`src/rtl/core/prim_min_spanning_tree_top_assert.svh`:
```
// assertion macros shared by the spanning tree rtl
// no dependencies; included by modules that carry assertions
`ifndef PRIM_MIN_SPANNING_TREE_TOP_ASSERT_SVH
`define PRIM_MIN_SPANNING_TREE_TOP_ASSERT_SVH

// same-cycle implication under synchronous active-low reset
`define MST_ASSERT(lbl, clk, rst_n, ante, cons) \
  lbl: assert property (@(posedge clk) disable iff (!rst_n) (ante) |-> (cons)) \
    else $error("spanning tree check failed");

// next-cycle implication under synchronous active-low reset
`define MST_ASSERT_NEXT(lbl, clk, rst_n, ante, cons) \
  lbl: assert property (@(posedge clk) disable iff (!rst_n) (ante) |=> (cons)) \
    else $error("spanning tree check failed");

`endif

```
`src/rtl/core/pmst_pkg.sv`:
```
// shared types and codes for the spanning tree engine
// no dependencies
package pmst_pkg;

  localparam logic [1:0] FUNC_CLEAR = 2'd0;
  localparam logic [1:0] FUNC_ADD   = 2'd1;
  localparam logic [1:0] FUNC_RUN   = 2'd2;

  typedef enum logic [3:0] {
    ST_IDLE,
    ST_CLEAR,
    ST_ADD_RD,
    ST_ADD_CHK,
    ST_ADD_WR2,
    ST_RUN_INIT,
    ST_SWEEP,
    ST_SWEEP_END,
    ST_SWEEP_DEC,
    ST_OUT_RD,
    ST_OUT_LD,
    ST_OUT_WAIT
  } state_t;

  typedef struct packed {
    logic accept;
    logic clr_init;
    logic clr_step;
    logic add_rd;
    logic add_wr1;
    logic add_wr2;
    logic run_init;
    logic sweep_issue;
    logic sweep_next;
    logic out_init;
    logic out_step;
    logic out_load;
  } cmd_t;

  typedef struct packed {
    logic clr_last;
    logic run_ok;
    logic sweep_last;
    logic found;
    logic add_upd;
    logic out_is_start;
    logic out_end;
    logic out_taken;
    logic out_last;
  } sts_t;

endpackage

```
`src/rtl/core/pmst_ctrl.sv`:
```
// sequencer for clear, edge add, tree run and result delivery
// depends on pmst_pkg
module pmst_ctrl
  import pmst_pkg::*;
(
  input  logic       clk,
  input  logic       rst_n,
  input  logic       in_valid,
  input  logic [1:0] in_func,
  output logic       in_ready,
  input  sts_t       sts,
  output cmd_t       cmd
);

  state_t state_r, state_nxt;

  always_ff @(posedge clk) begin
    if (!rst_n) begin
      state_r <= ST_CLEAR;
    end else begin
      state_r <= state_nxt;
    end
  end

  always_comb begin
    state_nxt = state_r;
    unique case (state_r)
      ST_IDLE: begin
        if (in_valid) begin
          unique case (in_func)
            FUNC_CLEAR: state_nxt = ST_CLEAR;
            FUNC_ADD:   state_nxt = ST_ADD_RD;
            FUNC_RUN:   state_nxt = ST_RUN_INIT;
            default:    state_nxt = ST_IDLE;
          endcase
        end
      end
      ST_CLEAR:     if (sts.clr_last) state_nxt = ST_IDLE;
      ST_ADD_RD:    state_nxt = ST_ADD_CHK;
      ST_ADD_CHK:   state_nxt = sts.add_upd ? ST_ADD_WR2 : ST_IDLE;
      ST_ADD_WR2:   state_nxt = ST_IDLE;
      ST_RUN_INIT:  state_nxt = sts.run_ok ? ST_SWEEP : ST_IDLE;
      ST_SWEEP:     if (sts.sweep_last) state_nxt = ST_SWEEP_END;
      ST_SWEEP_END: state_nxt = ST_SWEEP_DEC;
      ST_SWEEP_DEC: state_nxt = sts.found ? ST_SWEEP : ST_OUT_RD;
      ST_OUT_RD: begin
        if (!sts.out_is_start) begin
          state_nxt = ST_OUT_LD;
        end else if (sts.out_end) begin
          state_nxt = ST_IDLE;
        end
      end
      ST_OUT_LD:    state_nxt = ST_OUT_WAIT;
      ST_OUT_WAIT: begin
        if (sts.out_taken) begin
          state_nxt = sts.out_last ? ST_IDLE : ST_OUT_RD;
        end
      end
      default:      state_nxt = ST_IDLE;
    endcase
  end

  always_comb begin
    cmd = '0;
    in_ready = 1'b0;
    unique case (state_r)
      ST_IDLE: begin
        in_ready = 1'b1;
        cmd.accept = in_valid;
        cmd.clr_init = in_valid && (in_func == FUNC_CLEAR);
      end
      ST_CLEAR:     cmd.clr_step = 1'b1;
      ST_ADD_RD:    cmd.add_rd = 1'b1;
      ST_ADD_CHK:   cmd.add_wr1 = sts.add_upd;
      ST_ADD_WR2:   cmd.add_wr2 = 1'b1;
      ST_RUN_INIT:  cmd.run_init = sts.run_ok;
      ST_SWEEP:     cmd.sweep_issue = 1'b1;
      ST_SWEEP_END: cmd = '0;
      ST_SWEEP_DEC: begin
        cmd.sweep_next = sts.found;
        cmd.out_init = !sts.found;
      end
      ST_OUT_RD:    cmd.out_step = sts.out_is_start && !sts.out_end;
      ST_OUT_LD:    cmd.out_load = 1'b1;
      ST_OUT_WAIT:  cmd.out_step = sts.out_taken && !sts.out_last;
      default:      cmd = '0;
    endcase
  end

endmodule

```
`config.mk`:
```
export PLATFORM = sky130hd
export DESIGN_NAME = pmst_ctrl
export DESIGN_NICKNAME = d
export VERILOG_FILES = /design/src/rtl/core/prim_min_spanning_tree_top_assert.svh /design/src/rtl/core/pmst_pkg.sv /design/src/rtl/core/pmst_ctrl.sv
export SDC_FILE = /design/constraint.sdc
export NUM_CORES = 1
export LEC_CHECK = 0
export ABC_AREA = 1
export BUFFER_PORTS_ARGS = -buffer_cell sky130_fd_sc_hd__buf_4
export CAP_MARGIN = 20
export CORE_AREA = 2 2 39 41
export CTS_CLUSTER_DIAMETER = 30
export DETAILED_ROUTE_END_ITERATION = 10
export DIE_AREA = 0 0 41 43
export GPL_ROUTABILITY_DRIVEN = 0
export HOLD_SLACK_MARGIN = 0.02
export PLACE_DENSITY = 0.66
export REMOVE_ABC_BUFFERS = 1
export SLEW_MARGIN = 15
export SYNTH_ARGS = -nofsm -noshare
export SYNTH_HDL_FRONTEND = slang
export SYNTH_SLANG_ARGS = --single-unit
```
`constraint.sdc`:
```
create_clock -name clk -period 3.35 [get_ports clk]
set_input_delay 0.5025 -clock clk [delete_from_list [all_inputs] [get_ports clk]]
set_output_delay 0.5025 -clock clk [all_outputs]
set_load 0.05 [all_outputs]
```
======== After elaboration in Yosys (flattened, before gate mapping) ========
Index checks and enable logic that the tools add are counted.
cells by class
  equality and inequality tests ........... 18
  muxes and demuxes ....................... 23
  reductions and logical operators ........ 9
operators with widths
  cell                                                              count
  4-bit case mux with 11 select lines                               1
  4-bit 2-to-1 mux                                                  8
  4-bit by 3-bit == test with 1-bit output (second input constant)  4
  4-bit == test (second input constant)                             4
  3-bit case mux with 3 select lines                                1
  4-bit by 2-bit == test with 1-bit output (second input constant)  2
  1-bit 2-to-1 mux                                                  8
  2-bit != test (second input constant)                             4
  3-bit 2-to-1 mux                                                  2
  5-bit AND reduction                                               1
  4-bit by 1-bit == test with 1-bit output (second input constant)  1
  4-bit zero test                                                   1
  2-bit 2-to-1 mux                                                  2
  1-bit logical AND                                                 3
  1-bit zero test                                                   3
  3-bit != test (second input constant)                             1
  2-bit by 1-bit == test with 1-bit output (second input constant)  1
  2-bit == test (second input constant)                             1
  2-bit zero test                                                   1
  1-bit case mux with 2 select lines                                1
word-level totals
  register bits after elaboration ......... 4
  input port bits ......................... 14
  output and inout bits ................... 13
  logic and storage cells ................. 51

======== Logic depth before layout (Yosys ltp) ========
Gate-level depths: netlist (run 1).
  depth in word-level cells ............... 4
  gate-level depth with buffers ........... 9
  gate-level depth less buffers ........... 9

======== Least setup slack after synthesis (run 1) ========
No wires, ideal clock.
  path kind ............................... reg-to-output
  start point ............................. reg state_r[2]
  end point ............................... out cmd[10] in the netlist's numbering
  arrival time ............................ 2.131 ns
  required time ........................... 2.847 ns
  slack ................................... 0.717 ns
  stages on the path, launching flop included .. 6
  path buffers ............................ 0
  cell sequence ........................... dfxtp_1 > nor2_2 > inv_2 > nor2_4 > nand2_1 > nor3_1
RTL lines
  element                 RTL line         text
  from (decl)             pmst_ctrl.sv:15  state_t state_r, state_nxt;
  from (signal assigned)  pmst_ctrl.sv:21  state_r <= state_nxt;
  to (decl)               pmst_ctrl.sv:12  output cmd_t cmd

==> reports/results.env, run 1 <==
PLACEABLECOREAREA_UM2=1380
TRANSITION_TIME_OF_THE_TIGHTEST_SLEW_CHECK_PIN_PS=254
POSTROUTEWIRELENGTH_MM=1.23
H-TREE-DEPTH=1
FINAL_HOLD_VIOLATIONS=0
MAIN_COMBINATIONAL_CELL_FAMILY_BY_AREA_AFTER_SYNTHESIS='simple AND/OR/NAND/NOR gates'
ARRIVAL_PS=1510
CTS.PATH.MAX_BUFFERS=2
MAX_FFS_PER_REGISTER=4
GRT_START_MAX_NET_PINS=8
SYNTHCELLS=91
TIMING.CRITICAL_PATH.FANOUT_MAX=6
GRT_FIRST_PASS_WIRELENGTH_MM=2.09
FMAX_GHz=0.496
SLEW_VIOL_FINAL=0
YS_SEQ_ELEMENTS=4
GRT_ANTENNA_BEFORE_REPAIR=0
STARTPOINT_TO_ENDPOINT_CLASS_OF_THE_CRITICAL_PATH='flop to output port'
COMPOUND_CELL_AREA_SHARE_OF_THE_YOSYS_NETLIST_PCT=6.91
SYNTH_EDF_COUNT=0
DP.CELLS=133
ANTENNA-DIODE-COUNT=0
GRT_PASS1_VIAS=555
1ST_PASS_ROUTER_ITERATIONS=5
AVERAGE_CELL_AREA_AFTER_SYNTHESIS_UM2=5.38
REGISTER_CLOCK_PIN_SLEW_ON_THE_REPORTED_WORST_SETUP_AND_HOLD_PATHS_PS=40
YS.FLOP_TYPE='sky130_fd_sc_hd__dfxtp_1'
CRITPATHCAPTURETYPE='output port'
MULTIPLEXER_SHARE_OF_THE_SYNTHESIZED_AREA_PCT=0
DESIGN.DIE.AREA_UM2=1760
TRITONCTS_CLOCK_TREE='done'
SYNTH_SIMPLE_GATE_AREA_SHARE_PCT=59.1
PLACEMENT_ROWS=14
PERIOD_NEEDED_PS=2010
FINAL_SETUP_VIOLATION_COUNT=0
SYNTHDOMINANTCELLAREASHARE_PCT=18.4
FINAL-INSTANCE-COUNT-EXCL-FILL=136
FP.DIEW_UM=41
SYNTHESIS.YOSYS.WARNINGS=0
SYNTHMOSTINSTANTIATEDCELL='sky130_fd_sc_hd__nand2_1'
MIN-DELAY-PATH-CLASS='input pin to flop'
FINALSETUPTNS_PS=0
CLK-INSERTION-DELAY-LATE_PS=230
SYNTH_LARGEST_AREA_CELL='sky130_fd_sc_hd__nand2_1'
YS_ASYNC_SR_FRACTION_PCT=0
POST_CTS_RESIZED=0
TOTAL_CLOCK_BUFFERS_CREATED_BY_CTS=3
DRIVE_GT1_SHARE_PCT=35.0
CRITPATHLAUNCHTYPE='flop'
SYNTH_XOR_AREA_SHARE_PCT=0
YOSYSSEQAREASHARE_PCT=16.4
CHIPHEIGHT_UM=43
MEAN_NUMBER_OF_VIAS_PER_CELL=4.49
PORT-BUFFER-COUNT=26
DR.FIRST_ITER.DRC_COUNT=12
FINALCRITPERIODSHARE_PCT=60.1
FINAL_NET_COUNT=136
IR_WORST_VDD_uV=198
MAX_SLEW_MARGIN_PCT=83.1
YOSYS.CELL_TYPES.COUNT=15
NETLIST_AREA_UM2=489
TOP_LEVEL_PORTS=27
GRT_OVERFLOW=0
WP_DATA_REQUIRED_PS=2850
HOLDBUFCOUNTCTS=0
SYNTH_AREA_LEADERS='sky130_fd_sc_hd__nand2_1 (18%), sky130_fd_sc_hd__dfxtp_1 (16%), sky130_fd_sc_hd__inv_1 (16%), sky130_fd_sc_hd__nand3_1 (11%), sky130_fd_sc_hd__nor2_1 (9.2%)'
VIAS=611
CAP_VIOL_MAX_COUNT=0
ROUTED_WIRE_LENGTH_PER_INSTANCE_UM=9.02
YOSYS.AREA_SHARE.ADDER_PCT=0
CTS-ROOT-BUF='sky130_fd_sc_hd__clkbuf_4'
CELLPOWERDENSITY_nW_PER_UM2=260
LARGESTREGISTERS='state_r: 4 flops'
DETAILEDPLACEMENTHPWL_MM=1.08
SYN_TO_FINAL_GROWTH_PCT=48.6
START_UTIL_PCT=35.4
STATIC-LEAKAGE-POWER_nW=0.474
ROUTE.DETAILED.DRC=0
POSTCTSSETUPBUFFERS=0
MAX_FLOP_REGISTER='state_r'
UNREPAIRED_SETUP_ENDPOINTS_AFTER_GLOBAL_ROUTING='false'
NUMCLOCKSINKS=4
CLOCK_SKEWS_PS=0.274
SYNTH_COMMON_CELLS='sky130_fd_sc_hd__nand2_1 (24), sky130_fd_sc_hd__inv_1 (21), sky130_fd_sc_hd__nor2_1 (12)'
RUN_STATUS='complete, no violations'
ANTENNA_VIOLATING_NETS_POST_ROUTE=0
GRT_UTIL_ALL_LAYERS_PCT=16.7
layer usage:
metal	track usage (%)	routed length, um	part of all wire (%)
met1	23.0	549	45
met2	25.0	634	52
met3	3.14	42	3.4
met4	6.00	0	0
met5	0	0	0
cell type report:
cell class | count | area [um^2]
Fill cell | 155 | 657
Multi-Input combinational cell | 64 | 323
Timing Repair Buffer | 26 | 195
Inverter | 23 | 86.3
Sequential cell | 4 | 80.1
Clock buffer | 3 | 22.5
Tap cell | 16 | 20.0
stage by stage:
step | power, mW | instance area (um^2) | hold slack, ps | util, % | worst slack (ps)
global route | 0.201 | 727 | 577 | 52.5 | 1200
floorplan | 0.104 | 489 | 591 | - | 717
detailed placement | 0.131 | 704 | 657 | 50.9 | 1590
global placement | 0.131 | 704 | 658 | 50.9 | 1640
CTS | 0.193 | 727 | 552 | 52.5 | 1330
finish | 0.189 | 727 | 558 | 52.5 | 1340
cell usage in the layout (no fill, tap or decap), types with 3 or more instances in the layout:
| cell type | count |
|---|---|
| sky130_fd_sc_hd__buf_4 | 26 |
| sky130_fd_sc_hd__nand2_1 | 24 |
| sky130_fd_sc_hd__inv_1 | 21 |
| sky130_fd_sc_hd__nor2_1 | 12 |
| sky130_fd_sc_hd__nand3_1 | 11 |
| sky130_fd_sc_hd__dfxtp_1 | 4 |
| sky130_fd_sc_hd__nor2_4 | 3 |
| sky130_fd_sc_hd__nand3_2 | 3 |
| sky130_fd_sc_hd__clkbuf_4 | 3 |
power by group:
part / switching [mW] / internal, mW
logic: 0.0480 / 0.0287
registers: 0.00288 / 0.0502
clock network: 0.0192 / 0.0400
logic make-up (layout without fill, tap and decap cells):
logic type | count (synthesis) | count (layout)
compound gates | 5 | 5
simple gates | 59 | 59
buf+inv | 23 | 52
flops | 4 | 4
worst paths after layout:
path                            startpoint         end  slack (ps)  cells past startpoint
worst max register to register  state_r[0]  state_r[0]        2010                      9
worst min-delay path                 rst_n  state_r[3]         560                      3
worst min register to register  state_r[3]  state_r[0]         660                      3
worst max-delay path            state_r[2]     cmd[10]        1340                      6
critical path, stage by stage (launching register included):
cell and delay (ps):
sky130_fd_sc_hd__dfxtp_1 370, sky130_fd_sc_hd__nor2_2 270, sky130_fd_sc_hd__inv_2 90, sky130_fd_sc_hd__nor2_4 120
sky130_fd_sc_hd__nand2_1 80, sky130_fd_sc_hd__nor3_1 130, sky130_fd_sc_hd__buf_4 220
Note: power is estimated with default switching activity, not from simulation.
==> inputs of run 2 (changes only) <==
- PLACE_DENSITY: 0.66 -> 0.69
- clock period: 3.35 -> 1.75 ns (I/O delays scaled with it)
==> reports/results.env, run 2 (synthesis results as in run 1) <==
MAX_FFS_PER_REGISTER=4  # unchanged
CRITPATHCAPTURETYPE='output port'  # unchanged
RUN_STATUS='complete, no violations'  # unchanged
MAX_SLEW_MARGIN_PCT=80.2  # was 83.1%
UNREPAIRED_SETUP_ENDPOINTS_AFTER_GLOBAL_ROUTING='false'  # unchanged
TOP_LEVEL_PORTS=27  # unchanged
CPMOSTUSEDCELL='sky130_fd_sc_hd__nand2_1'
CRITPATHLAUNCHTYPE='flop'  # unchanged
MOSTFREQUENTLAYOUTCELL='sky130_fd_sc_hd__buf_4'  # unchanged
MEAN_NUMBER_OF_VIAS_PER_CELL=4.51  # was 4.49
WP_DATA_REQUIRED_PS=1490  # was 2850 ps
GRT_OVERFLOW=0  # unchanged
DRIVE_GT1_SHARE_PCT=35.5  # was 35.0%
GRT_ANTENNA_BEFORE_REPAIR=0  # unchanged
DETAILEDPLACEMENTHPWL_MM=1.07  # was 1.08 mm
CHIPHEIGHT_UM=43  # unchanged
LARGESTREGISTERS='state_r: 4 flops'  # unchanged
NUMCLOCKSINKS=4  # unchanged
PRECTSSETUPSLACK_PS=230  # was 1590 ps
IR_WORST_VDD_uV=346  # was 198 uV
GRT_PASS1_VIAS=498  # was 555
ANTENNA_VIOLATING_NETS_POST_ROUTE=0  # unchanged
CTS.PATH.MAX_BUFFERS=2  # unchanged
FINALCRITPERIODSHARE_PCT=94.7
STARTPOINT_TO_ENDPOINT_CLASS_OF_THE_CRITICAL_PATH='flop to output port'  # unchanged
VIAS=618  # was 611
ARRIVAL_PS=1390  # was 1510 ps
PORT-BUFFER-COUNT=26  # unchanged
DESIGN.DIE.AREA_UM2=1760  # unchanged
START_UTIL_PCT=35.4  # unchanged
CRITICAL_PATH_S_LARGEST_STAGE_DELAY_PS=410  # was 370 ps
CELLPOWERDENSITY_nW_PER_UM2=491  # was 260 nW/um^2
PLACEABLECOREAREA_UM2=1380  # unchanged
MIN-DELAY-PATH-CLASS='input pin to flop'  # unchanged
ROUTE.DETAILED.DRC=0  # unchanged
FINAL_NET_COUNT=137  # was 136
TRITONCTS_CLOCK_TREE='done'  # unchanged
CTS-ROOT-BUF='sky130_fd_sc_hd__clkbuf_4'  # unchanged
FINAL_CELL_MIX='sky130_fd_sc_hd__buf_4 (27), sky130_fd_sc_hd__nand2_1 (24), sky130_fd_sc_hd__inv_1 (21)'  # was sky130_fd_sc_hd__buf_4 (26), sky130_fd_sc_hd__nand2_1 (24), sky130_fd_sc_hd__inv_1 (21)
DR.FIRST_ITER.DRC_COUNT=6  # was 12
ANTENNA-DIODE-COUNT=0  # unchanged
TRANSITION_TIME_OF_THE_TIGHTEST_SLEW_CHECK_PIN_PS=296  # was 254 ps
FP.DIEW_UM=41  # unchanged
GRT_FIRST_PASS_WIRELENGTH_MM=1.98  # was 2.09 mm
STATIC-LEAKAGE-POWER_nW=0.481  # was 0.474 nW
SLEW_VIOL_FINAL=0  # unchanged
1ST_PASS_ROUTER_ITERATIONS=4  # was 5
CLK-INSERTION-DELAY-LATE_PS=230  # about the same
FMAX_GHz=0.604
ROUTED_WIRE_LENGTH_PER_INSTANCE_UM=9.12  # was 9.02 um
MAX_FLOP_REGISTER='state_r'  # unchanged
POSTROUTEWIRELENGTH_MM=1.25  # was 1.23 mm
FINAL_HOLD_VIOLATIONS=0  # unchanged
PERIOD_NEEDED_PS=1660
FINALSETUPTNS_PS=0  # unchanged
CLOCK_SKEWS_PS=5.13  # was 0.274 ps
CRITICAL-PATH-SLOWEST-CELL='sky130_fd_sc_hd__dfxtp_1'  # unchanged
SYN_TO_FINAL_GROWTH_PCT=51.2  # was 48.6%
REGISTER_CLOCK_PIN_SLEW_ON_THE_REPORTED_WORST_SETUP_AND_HOLD_PATHS_PS=40  # about the same
GRT_START_MAX_NET_PINS=8  # unchanged
FINISH.UTILIZATION_PCT=53.4  # was 52.5%
TOTAL_CLOCK_BUFFERS_CREATED_BY_CTS=3  # unchanged
FIN_WS_PS=93.1  # was 1340 ps
TIMING.CRITICAL_PATH.FANOUT_MAX=7  # was 6
PLACEMENT_ROWS=14  # unchanged
FINAL-INSTANCE-COUNT-EXCL-FILL=137  # was 136
CP_CELL_SEQUENCE='inv_2, nor2_4, nand2_1, nor2_1, nand2_1, nand2_1, buf_4'  # was nor2_2, inv_2, nor2_4, nand2_1, nor3_1, buf_4
H-TREE-DEPTH=1  # unchanged
GRT_UTIL_ALL_LAYERS_PCT=16.4  # was 16.7%
DP.CELLS=133  # unchanged
FINAL_SETUP_VIOLATION_COUNT=0  # unchanged
CAP_VIOL_MAX_COUNT=0  # unchanged
[run 2: worst paths after layout]
check / startpoint / endpoint / depth (start not counted) / slack [ps]
setup reg to reg: state_r[2] / state_r[1] / 7 / 430
setup / recovery: state_r[3] / cmd[1] / 7 / 90
hold reg to reg: state_r[1] / state_r[1] / 3 / 660
hold / removal: rst_n / state_r[1] / 3 / 300
[run 2: cell type report]
type	count	area, um^2
Clock buffer	3	22.5
Fill cell	149	644
Inverter	23	86.3
Multi-Input combinational cell	64	328
Sequential cell	4	80.1
Tap cell	16	20.0
Timing Repair Buffer	27	203
[run 2: metrics by stage]
step | total power [mW] | hold slack, ps | area [um^2]
floorplan | 0.199 | 433 | 489
global placement | 0.250 | 541 | 704
detailed placement | 0.251 | 540 | 704
CTS | 0.366 | 298 | 732
global route | 0.384 | 336 | 739
finish | 0.363 | 299 | 739
[run 2: power breakdown]
group          internal [mW]  total, mW  switching [mW]
logic                 0.0560      0.148          0.0924
clock network         0.0766      0.113          0.0363
registers             0.0961      0.102         0.00554
[run 2: timing repair]
item	in CTS	in global routing
setup buffers	0	1
cloned	0	0
gates resized for setup	1	0
endpoints found under the setup margin	1	2
pin swaps	0	1
hold buffers	0	0
hold endpoints to repair	0	0
[run 2: metal layers]
layer,share of wire [%],global-route usage [%],vias to the layer above
li1,-,-,334
met1,43,22.2,274
met2,54,24.7,10
met3,3.4,4.71,0
met4,0,4.00,0
met5,0,0,-
[run 2: worst max-delay path: cells and delay by family (launching register included)]
family	cells	cell delay, ps
flip-flops	1	410
buffers and inverters	2	280
AND/OR/NAND/NOR	5	470
==> inputs of run 3 (changes only) <==
- CELL_PAD_IN_SITES_DETAIL_PLACEMENT: unset -> 1
- CELL_PAD_IN_SITES_GLOBAL_PLACEMENT: unset -> 2
- CORE_AREA: 2 2 39 41 -> unset
- CORE_MARGIN: unset -> 2
- CORE_UTILIZATION: unset -> 17
- DIE_AREA: 0 0 41 43 -> unset
- PLACE_DENSITY: 0.69 -> 0.7
==> reports/results.env, run 3 (synthesis results as in run 1) <==
RUN_STATUS='complete, no violations'  # unchanged
CELLPOWERDENSITY_nW_PER_UM2=474  # was 491 nW/um^2
IR_WORST_VDD_uV=335  # was 346 uV
MIN-DELAY-PATH-CLASS='input pin to flop'  # unchanged
SETUP_SLACK_ON_THE_WORST_FLOP_TO_FLOP_PATH_PS=340  # was 430 ps
CP_CELL_SEQUENCE='inv_1, nand2_2, nor2_4, nand2_1, nor3_2, buf_4'  # was inv_2, nor2_4, nand2_1, nor2_1, nand2_1, nand2_1, buf_4
CTS-ROOT-BUF='sky130_fd_sc_hd__clkbuf_4'  # unchanged
TIMING.CRITICAL_PATH.FANOUT_MAX=4  # was 7
LARGESTREGISTERS='state_r: 4 flops'  # unchanged
GRT_PASS1_VIAS=626  # was 498
FINALSETUPTNS_PS=0  # unchanged
FINAL_NET_COUNT=140  # was 137
TRANSITION_TIME_OF_THE_TIGHTEST_SLEW_CHECK_PIN_PS=282  # was 296 ps
ROUTED_WIRE_LENGTH_PER_INSTANCE_UM=10.4  # was 9.12 um
ANTENNA-DIODE-COUNT=0  # unchanged
VIAS=648  # was 618
STARTPOINT_TO_ENDPOINT_CLASS_OF_THE_CRITICAL_PATH='flop to output port'  # unchanged
GRT_START_MAX_NET_PINS=8  # unchanged
MIN-DELAY-START='rst_n'  # unchanged
1ST_PASS_ROUTER_ITERATIONS=2  # was 4
NUMBER_OF_INSERTED_FILLER_CELLS_IN_THE_FINAL_LAYOUT=353  # was 149
STATIC-LEAKAGE-POWER_nW=0.496  # was 0.481 nW
GRT_UTIL_ALL_LAYERS_PCT=10.1  # was 16.4%
REGISTER_CLOCK_PIN_SLEW_ON_THE_REPORTED_WORST_SETUP_AND_HOLD_PATHS_PS=30  # was 40 ps
SLEW_VIOL_FINAL=0  # unchanged
DESIGN_AREA_UM2=795  # was 739 um^2
CRITPATHLAUNCHTYPE='flop'  # unchanged
DESIGN.DIE.AREA_UM2=3320  # was 1760 um^2
TOP_LEVEL_PORTS=27  # unchanged
GRT_OVERFLOW=0  # unchanged
CLK-INSERTION-DELAY-LATE_PS=240  # was 230 ps
CAP_VIOL_MAX_COUNT=0  # unchanged
GRT_ANTENNA_BEFORE_REPAIR=0  # unchanged
HOLD_END='state_r[1]'  # unchanged
MULTI_INPUT_AREA_UM2=338  # was 328 um^2
CTS.PATH.MAX_BUFFERS=2  # unchanged
ARRIVAL_PS=1340  # was 1390 ps
REG2REGPATHDEPTH=9  # was 7
PLACEABLECOREAREA_UM2=2730  # was 1380 um^2
HOLDWS_PS=311  # was 299 ps
DRIVE_GT1_SHARE_PCT=41.9  # was 35.5%
NUMCLOCKSINKS=4  # unchanged
R2R-END='state_r[0]'  # was state_r[1]
DR.FIRST_ITER.DRC_COUNT=3  # was 6
MEAN_NUMBER_OF_VIAS_PER_CELL=4.18  # was 4.51
FMAX_GHz=0.624  # was 0.604 GHz
H-TREE-DEPTH=1  # unchanged
CHIPHEIGHT_UM=57.6  # was 43 um
FP.DIEW_UM=57.6  # was 41 um
PLACEMENT_ROWS=19  # was 14
START_UTIL_PCT=17.9  # was 35.4%
WP_DATA_REQUIRED_PS=1490  # about the same
MAX_FLOP_REGISTER='state_r'  # unchanged
CRITPATHCAPTURETYPE='output port'  # unchanged
BUF_INV_STAGES_CRIT_PATH=2  # unchanged
ROUTE.DETAILED.DRC=0  # unchanged
MAX_SLEW_MARGIN_PCT=81.1  # was 80.2%
TRITONCTS_CLOCK_TREE='done'  # unchanged
CRITPATHTOPFAMILY='simple AND/OR/NAND/NOR gates'  # unchanged
R2R-START='state_r[0]'  # was state_r[2]
POSTROUTEWIRELENGTH_MM=1.62  # was 1.25 mm
DETAILEDPLACEMENTHPWL_MM=1.41  # was 1.07 mm
CRITICAL-PATH-SLOWEST-CELL='sky130_fd_sc_hd__dfxtp_1'  # unchanged
REGISTER_AREA_UM2=83.8  # was 80.1 um^2
GRT_FIRST_PASS_WIRELENGTH_MM=2.63  # was 1.98 mm
ANTENNA_VIOLATING_NETS_POST_ROUTE=0  # unchanged
CRITICAL_PATH_CELL_COUNT=6  # was 7
MOSTFREQUENTLAYOUTCELL='sky130_fd_sc_hd__buf_4'  # unchanged
CLOCK_SKEWS_PS=1.95  # was 5.13 ps
TOTAL_CLOCK_BUFFERS_CREATED_BY_CTS=3  # unchanged
MAX_FFS_PER_REGISTER=4  # unchanged
UNREPAIRED_SETUP_ENDPOINTS_AFTER_GLOBAL_ROUTING='false'  # unchanged
PORT-BUFFER-COUNT=26  # unchanged
FINALCRITPERIODSHARE_PCT=91.5  # was 94.7%
PERIOD_NEEDED_PS=1600  # was 1660 ps
SYN_TO_FINAL_GROWTH_PCT=62.4  # was 51.2%
CRITPATHLAUNCH='state_r[0]'  # was state_r[3]
FINAL_SETUP_VIOLATION_COUNT=0  # unchanged
POST_DP_CELL_AREA_UM2=731  # was 704 um^2
CRITICAL_PATH_S_LARGEST_STAGE_DELAY_PS=330  # was 410 ps
FINAL_HOLD_VIOLATIONS=0  # unchanged
TIMING.HOLD.WORST_PATH_DEPTH=3  # unchanged
FINAL_CELL_MIX='sky130_fd_sc_hd__buf_4 (30), sky130_fd_sc_hd__nand2_1 (23), sky130_fd_sc_hd__inv_1 (21)'  # was sky130_fd_sc_hd__buf_4 (27), sky130_fd_sc_hd__nand2_1 (24), sky130_fd_sc_hd__inv_1 (21)
## run 3: cell count changes in the layout (fill, tap and decap cells not counted)
| cell | before | now |
|---|---|---|
| sky130_fd_sc_hd__nor2_1 | 12 | 11 |
| sky130_fd_sc_hd__nor3_2 | 0 | 1 |
| sky130_fd_sc_hd__nand2_1 | 24 | 23 |
| sky130_fd_sc_hd__nand2_2 | 2 | 3 |
| sky130_fd_sc_hd__dfxtp_1 | 4 | 1 |
| sky130_fd_sc_hd__buf_4 | 27 | 30 |
| sky130_fd_sc_hd__nor3_1 | 2 | 1 |
| sky130_fd_sc_hd__nor2_2 | 1 | 2 |
| sky130_fd_sc_hd__dfxtp_2 | 0 | 3 |
## run 3: per-layer routing
| metal | track usage, % | part of all wire, % | vias to the layer above |
|---|---|---|---|
| li1 | - | - | 343 |
| met1 | 13.0 | 44 | 292 |
| met2 | 16.7 | 51 | 13 |
| met3 | 3.35 | 4.6 | 0 |
| met4 | 1.99 | 0 | 0 |
| met5 | 0 | 0 | - |
## run 3: how the worst max path moves through the flow
stage,slack [ps],to
6_report,150,cmd[10]
5_1_grt,3,cmd[1]
4_1_cts,7,cmd[10]
3_5_place_dp,200,cmd[10]
3_3_place_gp,250,cmd[10]
2_1_floorplan,-640,cmd[10]
## run 3: cell type report
type | count | share of cell area [%]
tap | 31 | 4.88
multi-input combinational | 64 | 42.5
timing repair buffer | 30 | 28.3
clock buffer | 3 | 2.83
inverter | 23 | 10.9
sequential | 4 | 10.6
## run 3: worst reg2reg max path, cell delays in order, from the launching register on
cell and delay (ps):
sky130_fd_sc_hd__dfxtp_1 380, sky130_fd_sc_hd__inv_1 100, sky130_fd_sc_hd__nand2_1 170, sky130_fd_sc_hd__inv_1 90, sky130_fd_sc_hd__nand2_1 90, sky130_fd_sc_hd__nand2_1 60, sky130_fd_sc_hd__nor2_1 150, sky130_fd_sc_hd__o211ai_1 140
sky130_fd_sc_hd__nand2_1 90, sky130_fd_sc_hd__nand2_1 40
## run 3: stage by stage
| step | std cells | utilization [%] | setup WS [ps] | total power, mW |
|---|---|---|---|---|
| floorplan | 91 | - | -643 | 0.199 |
| global placement | 149 | 26.7 | 255 | 0.260 |
| detailed placement | 149 | 26.7 | 197 | 0.260 |
| CTS | 152 | 27.7 | 7.36 | 0.380 |
| global route | 155 | 29.1 | 3.36 | 0.406 |
| finish | 155 | 29.1 | 148 | 0.377 |
## run 3: report_power, final
part           switching, mW  total, mW  internal (mW)
logic                 0.0981      0.160         0.0619
registers            0.00590      0.102         0.0965
clock network         0.0378      0.115         0.0767
total                  0.142      0.377          0.235
## run 3: timing repair
item	4_1_cts	5_1_grt
setup endpoints to repair	1	2
gates resized for setup	1	6
pin swaps	0	1
buffers inserted	0	3
hold buffers	0	0
